`src/hdl/bce_pkg.sv`:
```
package bce_pkg;

   // Field widths of the request and response words
   localparam int IDX_W = 5;
   localparam int PT_W  = 16;
   localparam int T_W   = 17;

   // Parameter t: unsigned Q1.16, clamped to one
   localparam int            T_FRAC = 16;
   localparam logic [T_W-1:0] T_ONE = 17'h1_0000;
   localparam int            T_HALF = 32768;

   // Bernstein weights: unsigned Q1.30, never above one
   localparam int             B_W    = 31;
   localparam logic [B_W-1:0] B_ONE  = 31'h4000_0000;
   localparam int             B_FRAC = 30;

   // Step product: signed t times weight difference
   localparam int MIX_W  = T_W + B_W + 2;
   // Weight times control point
   localparam int PROD_W = B_W + 1 + PT_W;

   // Request modes
   localparam logic MODE_WRITE = 1'b0;
   localparam logic MODE_EVAL  = 1'b1;

   typedef struct packed {
      logic                    mode;
      logic [IDX_W-1:0]        point_index;
      logic signed [PT_W-1:0]  point_x;
      logic signed [PT_W-1:0]  point_y;
      logic [T_W-1:0]          t_value;
   } req_type;

   typedef struct packed {
      logic signed [PT_W-1:0] curve_x;
      logic signed [PT_W-1:0] curve_y;
   } rsp_type;

   // Shared controls from the sequencer to every cell
   typedef struct packed {
      logic                   load;
      logic                   step;
      logic [T_W-1:0]         t;
      logic signed [PT_W-1:0] wr_x;
      logic signed [PT_W-1:0] wr_y;
   } cell_ctrl_type;

endpackage

```
`src/hdl/bce_cell.sv`:
```
module bce_cell #(
   parameter int ACC_W = 53
) (
   input  logic                           clock,
   input  logic                           reset,
   input  bce_pkg::cell_ctrl_type         ctrl,
   input  logic                           wr_en,
   input  logic [bce_pkg::B_W-1:0]        b_seed,
   input  logic [bce_pkg::B_W-1:0]        b_left,
   input  logic signed [ACC_W-1:0]        psx_left,
   input  logic signed [ACC_W-1:0]        psy_left,
   output logic [bce_pkg::B_W-1:0]        b_out,
   output logic signed [ACC_W-1:0]        psx_out,
   output logic signed [ACC_W-1:0]        psy_out
);

   logic [bce_pkg::B_W-1:0]          b_ff, b_in;
   logic signed [bce_pkg::PT_W-1:0]  px_ff, py_ff;
   logic signed [bce_pkg::PROD_W-1:0] prodx_ff, prody_ff, prodx_in, prody_in;
   logic signed [ACC_W-1:0]          psx_ff, psy_ff, psx_in, psy_in;

   logic signed [bce_pkg::B_W:0]      diff;
   logic signed [bce_pkg::MIX_W-1:0]  mix, mix_rnd, adj;

   // b' = b + round(t * (b_left - b)), same as u*b + t*b_left in Q30
   assign diff    = $signed({1'b0, b_left}) - $signed({1'b0, b_ff});
   assign mix     = bce_pkg::MIX_W'($signed({1'b0, ctrl.t})) * bce_pkg::MIX_W'(diff);
   assign mix_rnd = mix + bce_pkg::MIX_W'(bce_pkg::T_HALF);
   assign adj     = mix_rnd >>> bce_pkg::T_FRAC;

   always_comb begin
      b_in = b_ff;
      if (ctrl.load) begin
         b_in = b_seed;
      end else if (ctrl.step) begin
         b_in = b_ff + adj[bce_pkg::B_W-1:0];
      end
   end

   // Weighted partial sums ripple along the row, one cell per cycle
   assign prodx_in = bce_pkg::PROD_W'($signed({1'b0, b_ff})) * bce_pkg::PROD_W'(px_ff);
   assign prody_in = bce_pkg::PROD_W'($signed({1'b0, b_ff})) * bce_pkg::PROD_W'(py_ff);
   assign psx_in   = psx_left + ACC_W'(prodx_ff);
   assign psy_in   = psy_left + ACC_W'(prody_ff);

   always_ff @(posedge clock) begin
      if (reset) begin
         px_ff <= '0;
         py_ff <= '0;
      end else if (wr_en) begin
         px_ff <= ctrl.wr_x;
         py_ff <= ctrl.wr_y;
      end
   end

   always_ff @(posedge clock) begin
      b_ff     <= b_in;
      prodx_ff <= prodx_in;
      prody_ff <= prody_in;
      psx_ff   <= psx_in;
      psy_ff   <= psy_in;
   end

   assign b_out   = b_ff;
   assign psx_out = psx_ff;
   assign psy_out = psy_ff;

endmodule
```
`config.mk`:
```
export PLATFORM = sky130hd
export DESIGN_NAME = bce_cell
export DESIGN_NICKNAME = d
export VERILOG_FILES = /design/src/hdl/bce_pkg.sv /design/src/hdl/bce_cell.sv
export SDC_FILE = /design/constraint.sdc
export NUM_CORES = 2
export LEC_CHECK = 0
export BUFFER_PORTS_ARGS = -buffer_cell sky130_fd_sc_hd__buf_2
export CAP_MARGIN = 20
export CORE_MARGIN = 2
export CORE_UTILIZATION = 55
export CTS_BUF_LIST = sky130_fd_sc_hd__clkbuf_4 sky130_fd_sc_hd__clkbuf_8
export DETAILED_ROUTE_END_ITERATION = 12
export PLACE_DENSITY = 0.73
export SYNTH_ARGS = -nofsm -noshare
export SYNTH_HDL_FRONTEND = slang
export SYNTH_SLANG_ARGS = --single-unit
export TNS_END_PERCENT = 5
```
`constraint.sdc`:
```
create_clock -name clock -period 14.7 [get_ports clock]
set_clock_uncertainty 0.1 [all_clocks]
set_input_delay 1.47 -clock clock [delete_from_list [all_inputs] [get_ports clock]]
set_output_delay 1.47 -clock clock [all_outputs]
set_load 0.005 [all_outputs]
```
==> results_dict.tcl <==
set metrics [dict create \
    grt_pass1_wl_um 289000 \
    path_common_cell "fa_1" \
    drc 0 \
    critPathMaxStageDelay_ns 0.59 \
    layout_common_cells "1,525 x inv_1, 1,312 x fa_1, 1,034 x nand2_1" \
    drive_gt1_share_pct 7.94 \
    post_cts_buffers 0 \
    ctsHoldBuffers 0 \
    grt_max_degree 59 \
    cts_num_sinks 265 \
    synth_seq_cells 265 \
    layout_commonest_cell "inv_1" \
    die_w_um 347 \
    drt_pass1_iterations 6 \
    max_freq_mhz 79.5 \
    synth_top_area_share_pct 40.6 \
    gp_congestion 0.938 \
    htree_levels 2 \
    path_class "flip-flop to flip-flop" \
    fin_nets 9600 \
    clkTransAtPathRegs_ns 0.07 \
    final_area_um2 69100 \
    grt_overflow 0 \
    cts_buffers 48 \
    async_reset_ff_share_pct 0 \
    maxCapViolations 0 \
    yosysWarnings 0 \
    hold_viol 0 \
    antenna_found_initial 9 \
    placed_area_um2 68000 \
    rsz0062_at_grt "no" \
    cp_data_required_time_ns 15.07 \
    synth_cells 7266 \
    insertion_delay_ns 0.71 \
    synth.yosys.seq_area_share_pct 8.68 \
    syn_area_um2 64700 \
    min_path_type "flip-flop to flip-flop" \
    synth_edf_count 31 \
    worstPathMaxFanout 35 \
    critPathSlowestCell "a211oi_1" \
    n_fill_cell 10200 \
    design.die.area_um2 120000 \
    slew_headroom_pct 22.8 \
    grt_pass1_vias 53800 \
    drt-initial-drc-count 3235 \
    drt_wl_total_um 180000 \
    setup_ws_ns 2.13 \
    setup_viol_count_final 0 \
    cts_tree "yes" \
    portBuffers 358 \
    status "completed" \
    start_util_pct 55.6 \
    syn_avg_cell_area_um2 8.90 \
    io_pins 359 \
    dp_hpwl_um 140000 \
    rows 125 \
    fp.dieH_um 347 \
    multi_input_area_um2 52300 \
    vias_per_cell 5.60 \
    syn_to_final_growth_pct 6.82 \
    slew_violations 0 \
    cts_resized 0 \
    worst_setup_path_start_kind "flip-flop" \
    ys_types 92 \
    core_um2 116000 \
    yosys.area.top_type "fa_1" \
    synth.area.top_cells "fa_1 41%, ha_1 12%, inv_1 8.8%, dfxtp_1 7.2%, nand2_1 6.0%" \
    tightest_slew_ns 1.15 \
    ant_nets 0 \
    pre_cts_slack_ns 1.79 \
    fin_cells 9020 \
    cp.arrival_ns 12.94 \
    root_buffer "clkbuf_8" \
    vias 50600 \
    syn_nets 9412 \
    period_needed_ns 12.57 \
    place_inst 8928 \
    wire_per_inst_um 20.0 \
    seqCellArea_um2 5630 \
    min_period_over_period_pct 85.5 \
    grt_use_total_pct 30.6 \
    fin_setup_tns_ns 0 \
    cts_max_path_buffers 3 \
    end_kind "flip-flop" \
    ys.flop_type "dfxtp_1" \
]
-- state kept, by name, summed over array words and instances, names as in the netlist --
register,count
psx_out,53
prodx_ff,48
prody_ff,48
py_ff,16
psy_out,53
px_ff,16
b_out,31
-- per-layer routing --
metal	share of wire (%)	vias to the layer above	global-route usage, %
li1	-	22400	-
met1	38	25400	37.8
met5	0.050	-	0
met4	4.5	14	12.8
met3	8.9	459	6.30
met2	48	2244	52.1
-- worst paths after layout --
kind	start	end	slack (ns)	cells after the start
setup / recovery	b_out[1]	b_out[30]	2.13	43
hold reg to reg	prodx_ff[0]	psx_out[0]	0.34	1
setup reg to reg	b_out[1]	b_out[30]	2.13	43
hold / removal	prodx_ff[0]	psx_out[0]	0.34	1
-- through the flow --
stage	utilization, %	hold slack (ns)
2_1_floorplan	-	0.320
3_3_place_gp	58.4	0.326
3_5_place_dp	58.4	0.330
4_1_cts	59.4	0.342
5_1_grt	59.4	0.360
6_report	59.4	0.338
-- cell type report --
cell class,instances,area share (%)
Clock buffer,72,1.33
Multi-Input combinational cell,5175,75.7
Clock inverter,14,0.272
Inverter,1525,8.28
Antenna cell,6,0.0217
Tap cell,1524,2.76
Timing Repair Buffer,439,3.47
Sequential cell,265,8.14
-- cells in the mapped netlist, drive strengths merged, types with 55 or more instances --
library cell	number
ha	612
xor2	78
inv	1525
nor2	197
clkbuf	283
xnor2	193
nand3	55
nand2	1034
a21o	131
fa	1312
dfxtp	234
and2	613
a21oi	238
o21ai	161
-- worst max-delay path, delay by kind of cell (launching register included) --
kind	cells	cell delay, ns
AOI/OAI and AO/OA	19	4.77
xor gates and xnor gates	4	0.65
adders and majority gates	9	3.94
buffers and inverters	5	1.33
DFF	1	0.33
muxes	1	0.26
and+or+nand+nor	5	0.92
-- cells by family after synthesis --
kind of cell / share of synthesized area (%)
buffers and inverters: 10.6
XOR/XNOR: 3.73
adder cells (fa/ha/maj): 52.4
AND/OR/NAND/NOR: 16.1
flip-flops: 8.68
AO/OA/AOI/OAI: 7.86
multiplexers: 0.613
Power is left out: the tool's default activity adds up to more than one toggle a clock period on the data nets, which glitch-free logic cannot reach.
